--- src/hw/rtl/ctk_pkg.sv ---
// Package for the C source tokenizer: token and error codes, scan modes,
// character classes, result record and the keyword table.
// No dependencies; used by every module of the tokenizer.
package ctk_pkg;

  // Token codes
  localparam logic [5:0] TK_IDENT    = 6'd0;
  localparam logic [5:0] TK_STRING   = 6'd1;
  localparam logic [5:0] TK_INTEGER  = 6'd2;
  localparam logic [5:0] TK_FLOAT    = 6'd3;
  localparam logic [5:0] TK_ADD      = 6'd4;
  localparam logic [5:0] TK_SUB      = 6'd5;
  localparam logic [5:0] TK_MUL      = 6'd6;
  localparam logic [5:0] TK_AMP      = 6'd7;
  localparam logic [5:0] TK_QUEST    = 6'd8;
  localparam logic [5:0] TK_COLON    = 6'd9;
  localparam logic [5:0] TK_LAND     = 6'd10;
  localparam logic [5:0] TK_LOR      = 6'd11;
  localparam logic [5:0] TK_REL      = 6'd12;
  localparam logic [5:0] TK_EQU      = 6'd13;
  localparam logic [5:0] TK_DIV      = 6'd14;
  localparam logic [5:0] TK_BOR      = 6'd15;
  localparam logic [5:0] TK_XOR      = 6'd16;
  localparam logic [5:0] TK_SHIFT    = 6'd17;
  localparam logic [5:0] TK_INCDEC   = 6'd18;
  localparam logic [5:0] TK_NOT      = 6'd19;
  localparam logic [5:0] TK_MEMBER   = 6'd20;
  localparam logic [5:0] TK_TYPE     = 6'd21;
  localparam logic [5:0] TK_STORAGE  = 6'd22;
  localparam logic [5:0] TK_STRUCT   = 6'd23;
  localparam logic [5:0] TK_RETURN   = 6'd24;
  localparam logic [5:0] TK_GOTO     = 6'd25;
  localparam logic [5:0] TK_IF       = 6'd26;
  localparam logic [5:0] TK_ELSE     = 6'd27;
  localparam logic [5:0] TK_SWITCH   = 6'd28;
  localparam logic [5:0] TK_BREAK    = 6'd29;
  localparam logic [5:0] TK_CONTINUE = 6'd30;
  localparam logic [5:0] TK_WHILE    = 6'd31;
  localparam logic [5:0] TK_DO       = 6'd32;
  localparam logic [5:0] TK_FOR      = 6'd33;
  localparam logic [5:0] TK_DEFAULT  = 6'd34;
  localparam logic [5:0] TK_CASE     = 6'd35;
  localparam logic [5:0] TK_SIZEOF   = 6'd36;
  localparam logic [5:0] TK_LPAREN   = 6'd37;
  localparam logic [5:0] TK_RPAREN   = 6'd38;
  localparam logic [5:0] TK_LBRACE   = 6'd39;
  localparam logic [5:0] TK_RBRACE   = 6'd40;
  localparam logic [5:0] TK_LBRACK   = 6'd41;
  localparam logic [5:0] TK_RBRACK   = 6'd42;
  localparam logic [5:0] TK_COMMA    = 6'd43;
  localparam logic [5:0] TK_SEMI     = 6'd44;
  localparam logic [5:0] TK_ASSIGN   = 6'd45;
  localparam logic [5:0] TK_OPASSIGN = 6'd46;
  localparam logic [5:0] TK_HASH     = 6'd47;
  localparam logic [5:0] TK_INCLUDE  = 6'd48;
  localparam logic [5:0] TK_DEFINE   = 6'd49;
  localparam logic [5:0] TK_IFDEF    = 6'd50;
  localparam logic [5:0] TK_IFNDEF   = 6'd51;
  localparam logic [5:0] TK_ENDIF    = 6'd52;
  localparam logic [5:0] TK_BLANK    = 6'd53;

  // Error kinds
  localparam logic [2:0] ERR_NONE     = 3'd0;
  localparam logic [2:0] ERR_ILLEGAL  = 3'd1;
  localparam logic [2:0] ERR_BAD_ID   = 3'd2;
  localparam logic [2:0] ERR_BAD_FLT  = 3'd3;
  localparam logic [2:0] ERR_BAD_INT  = 3'd4;
  localparam logic [2:0] ERR_UNTERM   = 3'd5;

  // Scan modes
  typedef enum logic [2:0] {
    M_IDLE, M_IDENT, M_NUM, M_OP, M_SQ, M_DQ
  } mode_t;

  // Character classes
  typedef enum logic [3:0] {
    C_LETTER, C_DIGIT, C_OPER, C_DOT, C_DELIM, C_BLANK, C_SQ, C_DQ, C_ILLEGAL
  } cls_t;

  // One result item
  typedef struct packed {
    logic [5:0]  code;
    logic [2:0]  err;
    logic [31:0] start;
    logic [15:0] len;
    logic        last;
  } res_t;

  // Status seen by the top level for flow control and checks
  typedef struct packed {
    mode_t mode;
  } core_stat_t;

  typedef struct packed {
    logic [2:0] count;
  } fifo_stat_t;

  // Keyword table; word characters in string order, first char highest
  typedef struct packed {
    logic [63:0] word;
    logic [3:0]  len;
    logic [5:0]  code;
  } kw_entry_t;

  localparam int KW_COUNT = 33;
  localparam int KW_CHARS = 8;

  localparam kw_entry_t KW_TABLE [KW_COUNT] = '{
    '{"auto", 4'd4, TK_STORAGE},   '{"break", 4'd5, TK_BREAK},
    '{"case", 4'd4, TK_CASE},      '{"char", 4'd4, TK_TYPE},
    '{"continue", 4'd8, TK_CONTINUE}, '{"default", 4'd7, TK_DEFAULT},
    '{"do", 4'd2, TK_DO},          '{"double", 4'd6, TK_TYPE},
    '{"else", 4'd4, TK_ELSE},      '{"extern", 4'd6, TK_STORAGE},
    '{"float", 4'd5, TK_TYPE},     '{"for", 4'd3, TK_FOR},
    '{"goto", 4'd4, TK_GOTO},      '{"if", 4'd2, TK_IF},
    '{"int", 4'd3, TK_TYPE},       '{"long", 4'd4, TK_TYPE},
    '{"register", 4'd8, TK_STORAGE}, '{"return", 4'd6, TK_RETURN},
    '{"short", 4'd5, TK_TYPE},     '{"sizeof", 4'd6, TK_SIZEOF},
    '{"static", 4'd6, TK_STORAGE}, '{"struct", 4'd6, TK_STRUCT},
    '{"switch", 4'd6, TK_SWITCH},  '{"typedef", 4'd7, TK_STORAGE},
    '{"union", 4'd5, TK_STRUCT},   '{"unsigned", 4'd8, TK_TYPE},
    '{"void", 4'd4, TK_TYPE},      '{"while", 4'd5, TK_WHILE},
    '{"include", 4'd7, TK_INCLUDE}, '{"define", 4'd6, TK_DEFINE},
    '{"ifdef", 4'd5, TK_IFDEF},    '{"ifndef", 4'd6, TK_IFNDEF},
    '{"endif", 4'd5, TK_ENDIF}
  };

  // Character classification
  function automatic cls_t classify(input logic [7:0] c);
    cls_t r;
    if ((c >= "a" && c <= "z") || (c >= "A" && c <= "Z") || c == "_" || c == "$")
      r = C_LETTER;
    else if (c >= "0" && c <= "9")
      r = C_DIGIT;
    else begin
      unique case (c)
        "+", "-", "*", "/", ":", "=", "<", ">", "?", "&", "|", "!", "%", "^", "~":
          r = C_OPER;
        ".": r = C_DOT;
        ",", ";", "(", ")", "[", "]", "{", "}", "#": r = C_DELIM;
        8'h09, 8'h20, 8'h0A: r = C_BLANK;
        8'h27: r = C_SQ;
        8'h22: r = C_DQ;
        default: r = C_ILLEGAL;
      endcase
    end
    return r;
  endfunction

  // Code of a lone operator or delimiter
  function automatic logic [5:0] single_code(input logic [7:0] c);
    logic [5:0] r;
    unique case (c)
      "=": r = TK_ASSIGN;   ";": r = TK_SEMI;    ",": r = TK_COMMA;
      "]": r = TK_RBRACK;   "[": r = TK_LBRACK;  "}": r = TK_RBRACE;
      "{": r = TK_LBRACE;   ")": r = TK_RPAREN;  "(": r = TK_LPAREN;
      ".": r = TK_MEMBER;   "!", "~": r = TK_NOT; "^": r = TK_XOR;
      "|": r = TK_BOR;      "/", "%": r = TK_DIV; ">", "<": r = TK_REL;
      ":": r = TK_COLON;    "?": r = TK_QUEST;   "&": r = TK_AMP;
      "*": r = TK_MUL;      "-": r = TK_SUB;     "+": r = TK_ADD;
      "#": r = TK_HASH;
      default: r = TK_IDENT;
    endcase
    return r;
  endfunction

  // Code of a two-character operator; TK_IDENT when the pair does not join
  function automatic logic [5:0] pair_code(input logic [7:0] a, input logic [7:0] b);
    logic [5:0] r;
    priority if (a == "&" && b == "&") r = TK_LAND;
    else if (a == "|" && b == "|") r = TK_LOR;
    else if ((a == ">" || a == "<") && b == "=") r = TK_REL;
    else if ((a == "=" || a == "!") && b == "=") r = TK_EQU;
    else if ((a == "<" && b == "<") || (a == ">" && b == ">")) r = TK_SHIFT;
    else if ((a == "+" && b == "+") || (a == "-" && b == "-")) r = TK_INCDEC;
    else if (a == "-" && b == ">") r = TK_MEMBER;
    else if (b == "=" && (a == "+" || a == "-" || a == "*" || a == "/" || a == "%" ||
                          a == "^" || a == "&" || a == "|")) r = TK_OPASSIGN;
    else r = TK_IDENT;
    return r;
  endfunction

endpackage

--- src/hw/rtl/ctk_kwmatch.sv ---
// Keyword matcher: compares the buffered identifier head against every
// keyword in parallel. Depends on ctk_pkg.
module ctk_kwmatch #(
  parameter int LENGTH_BITS = 16
) (
  input  logic [63:0]            head,    // char j at bits 8j+7:8j
  input  logic [LENGTH_BITS-1:0] len,
  output logic [5:0]             code
);
  import ctk_pkg::*;

  // One compare per table entry; at most one entry can hit
  always_comb begin
    logic hit;
    int   sh;
    code = TK_IDENT;
    for (int i = 0; i < KW_COUNT; i++) begin
      hit = (len == LENGTH_BITS'(KW_TABLE[i].len));
      for (int j = 0; j < KW_CHARS; j++) begin
        sh = 8 * (int'(KW_TABLE[i].len) - 1 - j);
        if (j < int'(KW_TABLE[i].len))
          hit = hit && (head[8*j +: 8] == KW_TABLE[i].word[sh +: 8]);
      end
      if (hit) code = KW_TABLE[i].code;
    end
  end

endmodule

--- src/hw/rtl/ctk_fifo.sv ---
// Four-entry result queue that takes up to two results per cycle and
// hands out one. Depends on ctk_pkg.
module ctk_fifo (
  input  logic                clk,
  input  logic                rst_n,
  input  logic [1:0]          push_n,
  input  ctk_pkg::res_t       d0,
  input  ctk_pkg::res_t       d1,
  input  logic                pop,
  output ctk_pkg::res_t       q,
  output logic                not_empty,
  output ctk_pkg::fifo_stat_t stat
);
  import ctk_pkg::*;

  res_t       mem_r [4];
  logic [1:0] wr_r, rd_r, wr_nxt, rd_nxt;
  logic [2:0] count_r, count_nxt;

  // Pointer and fill bookkeeping
  always_comb begin
    wr_nxt    = wr_r + push_n;
    rd_nxt    = rd_r + 2'(pop);
    count_nxt = count_r + 3'(push_n) - 3'(pop);
  end

  always_ff @(posedge clk) begin
    if (!rst_n) begin
      wr_r    <= '0;
      rd_r    <= '0;
      count_r <= '0;
    end else begin
      wr_r    <= wr_nxt;
      rd_r    <= rd_nxt;
      count_r <= count_nxt;
    end
  end

  // Storage writes
  always_ff @(posedge clk) begin
    if (push_n != 2'd0) mem_r[wr_r] <= d0;
    if (push_n == 2'd2) mem_r[wr_r + 2'd1] <= d1;
  end

  assign q          = mem_r[rd_r];
  assign not_empty  = (count_r != 3'd0);
  assign stat.count = count_r;

endmodule

--- src/hw/rtl/ctk_core.sv ---
// Tokenizer scan state and the single-pass step for one character item.
// Depends on ctk_pkg and ctk_kwmatch.
module ctk_core #(
  parameter int MATCH_CHARS   = 8,
  parameter int LENGTH_BITS   = 16,
  parameter int POSITION_BITS = 32
) (
  input  logic                clk,
  input  logic                rst_n,
  input  logic                step,       // item accepted this cycle
  input  logic [7:0]          ch,
  input  logic                eoi,
  output logic [1:0]          push_n,
  output ctk_pkg::res_t       r0,
  output ctk_pkg::res_t       r1,
  output ctk_pkg::core_stat_t stat
);
  import ctk_pkg::*;

  localparam logic [LENGTH_BITS-1:0] LEN_MAX = '1;

  mode_t                    mode_r, mode_nxt;
  logic [LENGTH_BITS-1:0]   len_r, len_nxt, len_inc;
  logic [POSITION_BITS-1:0] tstart_r, tstart_nxt, pos_r, pos_nxt;
  logic                     fdot_r, fexp_r, ferr_r, fdot_nxt, fexp_nxt, ferr_nxt;
  logic [7:0]               prev_r, prev_nxt;
  logic [7:0]               head_r [MATCH_CHARS];
  logic [63:0]              head_pk;
  logic [5:0]               kw_code;
  logic                     hw_grow, hw_first;

  logic       a_v, b_v, done, isf, numerr;
  logic [5:0] a_code, b_code, pc;
  logic [2:0] a_err, b_err;
  logic [LENGTH_BITS-1:0] a_len;
  cls_t       cls;

  for (genvar g = 0; g < KW_CHARS; g++) begin : g_head
    assign head_pk[8*g +: 8] = head_r[g];
  end

  ctk_kwmatch #(.LENGTH_BITS(LENGTH_BITS)) u_kw (
    .head (head_pk),
    .len  (len_r),
    .code (kw_code)
  );

  // Saturating length clamp to the 16-bit result field
  function automatic logic [15:0] sat16(input logic [LENGTH_BITS-1:0] v);
    logic [15:0] r;
    if (LENGTH_BITS > 16 && (v >> 16) != '0) r = 16'hFFFF;
    else r = 16'(v);
    return r;
  endfunction

  // Step logic: flush or extend the pending token, then start a new one
  always_comb begin
    cls        = classify(ch);
    len_inc    = (len_r == LEN_MAX) ? len_r : len_r + 1'b1;
    isf        = fdot_r || fexp_r;
    numerr     = 1'b0;
    pc         = TK_IDENT;
    mode_nxt   = mode_r;
    len_nxt    = len_r;
    tstart_nxt = tstart_r;
    pos_nxt    = pos_r + 1'b1;
    fdot_nxt   = fdot_r;
    fexp_nxt   = fexp_r;
    ferr_nxt   = ferr_r;
    prev_nxt   = ch;
    hw_grow    = 1'b0;
    hw_first   = 1'b0;
    a_v        = 1'b0;
    a_code     = TK_IDENT;
    a_err      = ERR_NONE;
    a_len      = len_r;
    b_v        = 1'b0;
    b_code     = TK_IDENT;
    b_err      = ERR_NONE;
    done       = 1'b0;

    if (eoi) begin
      // End of input: flush whatever is pending and restart the stream
      a_v = (mode_r != M_IDLE);
      unique case (mode_r)
        M_IDENT: a_code = kw_code;
        M_NUM: begin
          a_code = isf ? TK_FLOAT : TK_INTEGER;
          a_err  = ferr_r ? (isf ? ERR_BAD_FLT : ERR_BAD_INT) : ERR_NONE;
        end
        M_OP: a_code = single_code(head_r[0]);
        M_SQ: begin a_code = TK_INTEGER; a_err = ERR_UNTERM; end
        M_DQ: begin a_code = TK_STRING; a_err = ERR_UNTERM; end
        default: a_v = 1'b0;
      endcase
      mode_nxt = M_IDLE;
      len_nxt  = '0;
      fdot_nxt = 1'b0;
      fexp_nxt = 1'b0;
      ferr_nxt = 1'b0;
      pos_nxt  = '0;
      prev_nxt = 8'd0;
      done     = 1'b1;
    end else begin
      unique case (mode_r)
        M_IDENT: begin
          if (cls == C_LETTER || cls == C_DIGIT) begin
            hw_grow = 1'b1;
            len_nxt = len_inc;
            done    = 1'b1;
          end else begin
            a_v    = 1'b1;
            a_code = (cls == C_ILLEGAL) ? TK_IDENT : kw_code;
            a_err  = (cls == C_ILLEGAL) ? ERR_BAD_ID : ERR_NONE;
          end
        end
        M_NUM: begin
          if (cls == C_DIGIT) begin
            len_nxt = len_inc;
            done    = 1'b1;
          end else if (cls == C_DOT) begin
            ferr_nxt = ferr_r || fdot_r;
            fdot_nxt = 1'b1;
            len_nxt  = len_inc;
            done     = 1'b1;
          end else if (ch == "e" || ch == "E") begin
            ferr_nxt = ferr_r || fexp_r;
            fexp_nxt = 1'b1;
            len_nxt  = len_inc;
            done     = 1'b1;
          end else begin
            numerr = ferr_r || !(cls == C_OPER || cls == C_DELIM || cls == C_BLANK);
            a_v    = 1'b1;
            a_code = isf ? TK_FLOAT : TK_INTEGER;
            a_err  = numerr ? (isf ? ERR_BAD_FLT : ERR_BAD_INT) : ERR_NONE;
          end
        end
        M_OP: begin
          pc  = (cls == C_OPER) ? pair_code(head_r[0], ch) : TK_IDENT;
          a_v = 1'b1;
          if (pc != TK_IDENT) begin
            a_code   = pc;
            a_len    = LENGTH_BITS'(2);
            mode_nxt = M_IDLE;
            len_nxt  = '0;
            done     = 1'b1;
          end else begin
            a_code = single_code(head_r[0]);
          end
        end
        M_SQ, M_DQ: begin
          done    = 1'b1;
          len_nxt = len_inc;
          // A quote of the same kind closes unless escaped
          if (((mode_r == M_SQ && cls == C_SQ) || (mode_r == M_DQ && cls == C_DQ)) &&
              prev_r != 8'h5C) begin
            a_v      = 1'b1;
            a_code   = (mode_r == M_SQ) ? TK_INTEGER : TK_STRING;
            a_len    = len_inc;
            mode_nxt = M_IDLE;
            len_nxt  = '0;
          end
        end
        default: ;
      endcase

      // The character opens a new token
      if (!done) begin
        tstart_nxt = pos_r;
        len_nxt    = LENGTH_BITS'(1);
        fdot_nxt   = 1'b0;
        fexp_nxt   = 1'b0;
        ferr_nxt   = 1'b0;
        mode_nxt   = M_IDLE;
        unique case (cls)
          C_LETTER: begin mode_nxt = M_IDENT; hw_first = 1'b1; end
          C_DIGIT: mode_nxt = M_NUM;
          C_OPER, C_DOT: begin mode_nxt = M_OP; hw_first = 1'b1; end
          C_DELIM: begin b_v = 1'b1; b_code = single_code(ch); end
          C_BLANK: begin b_v = 1'b1; b_code = TK_BLANK; end
          C_SQ: mode_nxt = M_SQ;
          C_DQ: mode_nxt = M_DQ;
          default: begin b_v = 1'b1; b_code = TK_IDENT; b_err = ERR_ILLEGAL; end
        endcase
      end
    end
  end

  // Pack the results in order into the two queue write slots
  always_comb begin
    res_t ra, rb;
    ra.code  = a_code;
    ra.err   = a_err;
    ra.start = 32'(tstart_r);
    ra.len   = sat16(a_len);
    ra.last  = !b_v;
    rb.code  = b_code;
    rb.err   = b_err;
    rb.start = 32'(pos_r);
    rb.len   = 16'd1;
    rb.last  = 1'b1;
    r0       = a_v ? ra : rb;
    r1       = rb;
    push_n   = step ? (2'(a_v) + 2'(b_v)) : 2'd0;
  end

  // Control state
  always_ff @(posedge clk) begin
    if (!rst_n) begin
      mode_r   <= M_IDLE;
      len_r    <= '0;
      tstart_r <= '0;
      pos_r    <= '0;
      fdot_r   <= 1'b0;
      fexp_r   <= 1'b0;
      ferr_r   <= 1'b0;
      prev_r   <= 8'd0;
    end else if (step) begin
      mode_r   <= mode_nxt;
      len_r    <= len_nxt;
      tstart_r <= tstart_nxt;
      pos_r    <= pos_nxt;
      fdot_r   <= fdot_nxt;
      fexp_r   <= fexp_nxt;
      ferr_r   <= ferr_nxt;
      prev_r   <= prev_nxt;
    end
  end

  // Identifier head characters
  always_ff @(posedge clk) begin
    if (step && !eoi) begin
      for (int i = 0; i < MATCH_CHARS; i++) begin
        if ((hw_grow && len_r == LENGTH_BITS'(i)) || (hw_first && i == 0))
          head_r[i] <= ch;
      end
    end
  end

  assign stat.mode = mode_r;

endmodule

--- src/hw/rtl/c_source_tokenizer.sv ---
// C source tokenizer top level: one character item in, C token items out.
// A result is registered into the result queue with the item that closes it.
// Throughput: one item per cycle while items give at most one result and the
// output is not stalled; input stalls while the queue holds more than two.
// Reset: synchronous active-low rst_n clears scan state, position and queue.
// Depends on ctk_pkg, ctk_core, ctk_kwmatch and ctk_fifo.
module c_source_tokenizer #(
  parameter int MATCH_CHARS   = 8,
  parameter int LENGTH_BITS   = 16,
  parameter int POSITION_BITS = 32
) (
  input  logic        clk,
  input  logic        rst_n,
  input  logic        in_tvalid,
  output logic        in_tready,
  input  logic [7:0]  in_tdata,   // [7:0] ch
  input  logic [0:0]  in_tuser,   // [0] end_of_input
  output logic        out_tvalid,
  input  logic        out_tready,
  output logic [63:0] out_tdata,  // [5:0] token_code, [8:6] error_kind,
                                  // [40:9] start_position, [56:41] token_length
  output logic        out_tlast
);
  import ctk_pkg::*;

  logic       step, pop;
  logic [1:0] push_n;
  res_t       r0, r1, q;
  core_stat_t cstat;
  fifo_stat_t fstat;

  // Accept an item only while the queue has room for two results
  assign in_tready = (fstat.count <= 3'd2);
  assign step      = in_tvalid && in_tready;
  assign pop       = out_tvalid && out_tready;

  ctk_core #(
    .MATCH_CHARS  (MATCH_CHARS),
    .LENGTH_BITS  (LENGTH_BITS),
    .POSITION_BITS(POSITION_BITS)
  ) u_core (
    .clk    (clk),
    .rst_n  (rst_n),
    .step   (step),
    .ch     (in_tdata),
    .eoi    (in_tuser[0]),
    .push_n (push_n),
    .r0     (r0),
    .r1     (r1),
    .stat   (cstat)
  );

  ctk_fifo u_fifo (
    .clk       (clk),
    .rst_n     (rst_n),
    .push_n    (push_n),
    .d0        (r0),
    .d1        (r1),
    .pop       (pop),
    .q         (q),
    .not_empty (out_tvalid),
    .stat      (fstat)
  );

  // Output packing
  assign out_tdata = {7'd0, q.len, q.start, q.err, q.code};
  assign out_tlast = q.last;

  // Checks
  a_fill_bound: assert property (@(posedge clk) disable iff (!rst_n)
    fstat.count <= 3'd4) else $error("result queue overfilled");

  a_eoi_idle: assert property (@(posedge clk) disable iff (!rst_n)
    (step && in_tuser[0]) |=> (cstat.mode == M_IDLE))
    else $error("scan not idle after end of input");

  a_reset_empty: assert property (@(posedge clk)
    !rst_n |=> !out_tvalid) else $error("result offered after reset");

endmodule

--- config.mk ---
export PLATFORM = sky130hd
export DESIGN_NAME = c_source_tokenizer
export DESIGN_NICKNAME = d
export VERILOG_FILES = /design/src/hw/rtl/ctk_pkg.sv /design/src/hw/rtl/ctk_kwmatch.sv /design/src/hw/rtl/ctk_fifo.sv /design/src/hw/rtl/ctk_core.sv /design/src/hw/rtl/c_source_tokenizer.sv
export SDC_FILE = /design/constraint.sdc
export NUM_CORES = 1
export LEC_CHECK = 0
export BUFFER_PORTS_ARGS = -buffer_cell sky130_fd_sc_hd__buf_2
export CAP_MARGIN = 10
export CORE_ASPECT_RATIO = 0.7
export CORE_UTILIZATION = 50
export DETAILED_ROUTE_END_ITERATION = 8
export PLACE_DENSITY = 0.67
export SKIP_CTS_REPAIR_TIMING = 1
export SLEW_MARGIN = 15
export SYNTH_ARGS = -nofsm -noshare
export SYNTH_HDL_FRONTEND = slang
export SYNTH_SLANG_ARGS = --single-unit
export TNS_END_PERCENT = 1
--- constraint.sdc ---
create_clock -name clk -period 7.35 [get_ports clk]
set_input_delay 0.3675 -clock clk [delete_from_list [all_inputs] [get_ports clk]]
set_output_delay 0.3675 -clock clk [all_outputs]
set_load 0.05 [all_outputs]
==> flow_results.xml <==
<?xml version="1.0" encoding="UTF-8"?>
<metrics>
  <group name="global_route">
    <metric name="antenna_violations_before_repair" unit="">0</metric>
    <metric name="wire_length_of_the_first_global_routing_pass" unit="um">114000</metric>
    <metric name="globalRouteMet1Util" unit="%">51.3</metric>
    <metric name="groute.layer.met3.usage" unit="%">11.6</metric>
    <metric name="grt_pass1_vias" unit="">17823</metric>
    <metric name="total_grt_overflow" unit="">0</metric>
    <metric name="global_route.usage.total" unit="%">33.4</metric>
    <metric name="grt_busiest_layer" unit="">met1</metric>
    <metric name="grt_max_degree" unit="">78</metric>
    <metric name="grtUsageMet2" unit="%">43.7</metric>
  </group>
  <group name="min_path">
    <metric name="hold_path_depth" unit="">1</metric>
    <metric name="worst_min_delay_path_endpoint" unit="">u_core.head_r[1][6]</metric>
    <metric name="worst_hold_path_type" unit="">input pin to register</metric>
    <metric name="hp-start" unit="">in_tdata[6]</metric>
  </group>
  <group name="yosys">
    <metric name="synth.top_cell.area_share" unit="%">29.6</metric>
    <metric name="synth_cells" unit="">2203</metric>
    <metric name="yosysSeqAreaShare" unit="%">45.4</metric>
    <metric name="synth_cell_types" unit="">103</metric>
    <metric name="postSynth.asyncResetShare" unit="%">0</metric>
    <metric name="yosysMostFrequentCell" unit="">edfxtp_1</metric>
    <metric name="number_of_flops_mapped_to_enable_cells_by_yosys" unit="">220</metric>
    <metric name="postSynthRegisterBits" unit="">397</metric>
    <metric name="netlist.top_cell.by_area" unit="">edfxtp_1</metric>
    <metric name="ys_warn_count" unit="">0</metric>
    <metric name="yosys-top-cells-area" unit="">edfxtp_1, dfxtp_1, a22o_1, mux4_2, nand2_1</metric>
    <metric name="avg_cell_area_syn" unit="um2">10.1</metric>
    <metric name="dominantRegCellSynth" unit="">edfxtp_1</metric>
    <metric name="mappedNetlistArea" unit="um2">22300</metric>
    <metric name="post_synth_most_frequent_cells" unit="">edfxtp_1, nand2_1, dfxtp_1</metric>
  </group>
  <group name="placement">
    <metric name="place_ws" unit="ns">1.42</metric>
    <metric name="finalWeightedCongestion" unit="">1.09</metric>
    <metric name="dpl.hpwl" unit="um">52900</metric>
    <metric name="io_buffer_count" unit="">72</metric>
  </group>
  <group name="power_and_ir_drop">
    <metric name="static-leakage-power" unit="uW">0.00778</metric>
    <metric name="power.density_cell_area" unit="nW/um2">238</metric>
    <metric name="power.ir.vdd_worst" unit="uV">184</metric>
  </group>
  <group name="die">
    <metric name="design.die.area" unit="um2">45500</metric>
    <metric name="num_io_pins" unit="">80</metric>
    <metric name="die_h" unit="um">179</metric>
    <metric name="initial_core_util" unit="%">50.9</metric>
    <metric name="rows" unit="">64</metric>
    <metric name="core_region_area" unit="um2">43900</metric>
    <metric name="floorplan.die.width" unit="um">255</metric>
  </group>
  <group name="sta">
    <metric name="timing.slew.headroom" unit="%">8.38</metric>
    <metric name="post_layout_minimum_cycle_time" unit="ns">5.63</metric>
    <metric name="worst-slew-pin-transition" unit="ns">1.36</metric>
    <metric name="total_count_of_max_transition_violations_in_the_final_report" unit="">0</metric>
    <metric name="final_min_period_over_clock_period" unit="%">76.5</metric>
    <metric name="finalSetupTns" unit="ns">0</metric>
    <metric name="fmax" unit="MHz">178</metric>
    <metric name="unrepaired_setup_endpoints_after_global_routing" unit="">false</metric>
    <metric name="finClkSkew" unit="ns">0.0252</metric>
    <metric name="timing.final.setup_violations" unit="">0</metric>
    <metric name="worst_slack" unit="ns">1.72</metric>
    <metric name="holdWs" unit="ns">0.237</metric>
    <metric name="timing.final.hold_violations" unit="">0</metric>
  </group>
  <group name="detailed_routing">
    <metric name="routed_via_density" unit="">7.01</metric>
    <metric name="num_vias" unit="">19616</metric>
    <metric name="drt-total-wl" unit="um">76900</metric>
    <metric name="route.detailed.drc" unit="">0</metric>
    <metric name="antenna_violating_nets_post_route" unit="">0</metric>
    <metric name="wl_per_cell" unit="um">27.5</metric>
    <metric name="first_iter_violations" unit="">2829</metric>
    <metric name="drt_pre_antenna_iters" unit="">6</metric>
  </group>
  <group name="setup_path">
    <metric name="rr_startpoint" unit="">u_core.head_r[0][0]</metric>
    <metric name="regToRegSetupSlack" unit="ns">1.72</metric>
    <metric name="critical_path.slowest_cell" unit="">edfxtp_1</metric>
    <metric name="criticalPathCategory" unit="">register to register</metric>
    <metric name="worst_r2r_endpoint" unit="">u_fifo.mem_r[1][44]</metric>
    <metric name="timing.critical_path.from_type" unit="">register</metric>
    <metric name="crit_required" unit="ns">7.60</metric>
    <metric name="kind_of_capture_point_of_the_worst_setup_path" unit="">register</metric>
    <metric name="max_stage_delay" unit="ns">1.02</metric>
    <metric name="chain_of_cells_forming_the_critical_path" unit="">nand4bb_1 -&gt; o22ai_1 -&gt; and3_1 -&gt; nor3_1 -&gt; o211a_1 -&gt; o21a_2 -&gt; nand2_1 -&gt; nor3_1 -&gt; ha_1 -&gt; o21ai_1 -&gt; nor2_1 -&gt; nor2_1 -&gt; inv_2 -&gt; buf_12</metric>
    <metric name="worst-r2r-cell-count" unit="">14</metric>
    <metric name="cp_max_fo" unit="">32</metric>
    <metric name="cpLargestDelayFamily" unit="">simple AND/OR/NAND/NOR gates</metric>
    <metric name="crit_buf_inv" unit="">2</metric>
    <metric name="worst_ep_arrival_time" unit="ns">5.87</metric>
  </group>
  <group name="clock_tree">
    <metric name="clk_transition_reported_paths" unit="ns">0.06</metric>
    <metric name="clockRootBuffer" unit="">clkbuf_16</metric>
    <metric name="clock_insertion_delay_worst_skew" unit="ns">0.57</metric>
    <metric name="tritoncts" unit="">yes</metric>
    <metric name="cts_bufs_inserted" unit="">40</metric>
    <metric name="clk_path_buf_depth" unit="">3</metric>
    <metric name="numClockSinks" unit="">397</metric>
    <metric name="htree_num_levels" unit="">2</metric>
  </group>
  <group name="finish">
    <metric name="proportion_of_layout_cells_with_a_drive_suffix_above_1" unit="%">14.1</metric>
    <metric name="nNetsFinal" unit="">2201</metric>
    <metric name="synthToLayoutAreaGrowth" unit="%">9.50</metric>
  </group>
  <group name="run_status">
    <metric name="result_of_the_run" unit="">completed</metric>
  </group>
  <group name="flow_run">
    <metric name="cap_violations" unit="">0</metric>
  </group>
</metrics>
## kinds of logic after synthesis
kind of cell             Yosys count  synth area share, %
AO/OA/AOI/OAI                    573                 19.1
XOR/XNOR                          31                 1.22
adder cells (fa/ha/maj)           17                0.986
buffers and inverters            236                 4.58
flip-flops                       397                 45.4
multiplexers                      66                 6.21
other                              1               0.0168
AND/OR/NAND/NOR                  882                 22.4
## sequential cells by signal (all words and copies together), names as in the netlist
register,cells
u_fifo.mem_r,232
u_core.ferr_r,1
u_core.fexp_r,1
u_core.pos_r,32
u_core.stat,3
u_core.head_r,64
u_core.tstart_r,32
u_core.fdot_r,1
u_fifo.wr_r,2
u_core.prev_r,8
u_core.len_r,16
u_fifo.stat,3
u_fifo.rd_r,2
## area by class of cell
cell class	count	area (um2)
diodes	1	2.50
fillers	3829	19400
inverters	33	126
repair buffers	123	793
clock inverters	30	375
well taps	594	743
clock buffers	44	1030
multi-input cells	1576	11200
flip-flops and latches	397	10200
## report_power, final
part           internal, uW  switching [uW]  leakage [uW]  total (uW)
Sequential             2400            70.3       0.00333        2470
Combinational           350             812       0.00376        1160
Clock                  1270             918      0.000686        2190
## worst reg2reg max path, stage by stage, from the launching register on
cell and delay (ns):
edfxtp_1 1.02, nand4bb_1 0.38, o22ai_1 0.10, and3_1 0.24
nor3_1 0.25, o211a_1 0.39, o21a_2 0.21, nand2_1 0.05
nor3_1 0.49, ha_1 0.39, o21ai_1 0.22, nor2_1 0.78
nor2_1 0.19, inv_2 0.31, buf_12 0.26
## stage by stage
step	instance area (um2)	power, uW	util (%)	std cells
final	24500	5830	55.7	2798
after floorplan	22400	3370	-	2209
after detailed placement	23000	3680	52.5	2723
after CTS	24400	5850	55.7	2797
after global placement	23000	3660	52.5	2723
after global routing	24500	6010	55.7	2797
## cells in the final DEF, fill, tap and decap left out, types with 43 or more instances in the layout
cell	count
nand4_1	69
nand3_1	110
a21boi_0	43
o21ai_1	51
a22o_1	160
dfxtp_1	175
nor3_1	61
buf_2	72
nand2_1	199
a21oi_1	73
edfxtp_1	220
nor4_1	50
o21ai_0	43
nor2_1	98
mux4_2	58
buf_4	47
## routing by layer
layer | wire length, um | vias up | share of wire, %
met5 | 156 | - | 0.20
met4 | 1400 | 4 | 1.8
met3 | 10400 | 126 | 13
met2 | 30300 | 1249 | 39
met1 | 34700 | 9709 | 45
li1 | - | 8528 | -
## how the worst max path moves through the flow
| stage | from | endpoint | slack, ns | cells after the start |
|---|---|---|---|---|
| 5_1_grt | u_core.head_r[0][0] | u_fifo.mem_r[1][42] | 1.28 | 14 |
| 6_report | u_core.head_r[0][0] | u_fifo.mem_r[1][44] | 1.72 | 14 |
| 3_3_place_gp | in_tdata[2] | u_fifo.mem_r[1][46] | 1.60 | 16 |
| 4_1_cts | u_core.head_r[0][0] | u_fifo.mem_r[1][32] | 1.90 | 14 |
| 3_5_place_dp | in_tdata[2] | u_fifo.mem_r[1][42] | 1.42 | 16 |
| 2_1_floorplan | in_tdata[0] | u_fifo.mem_r[1][17] | 2.25 | 19 |
Power figures use the tool's default switching activity.
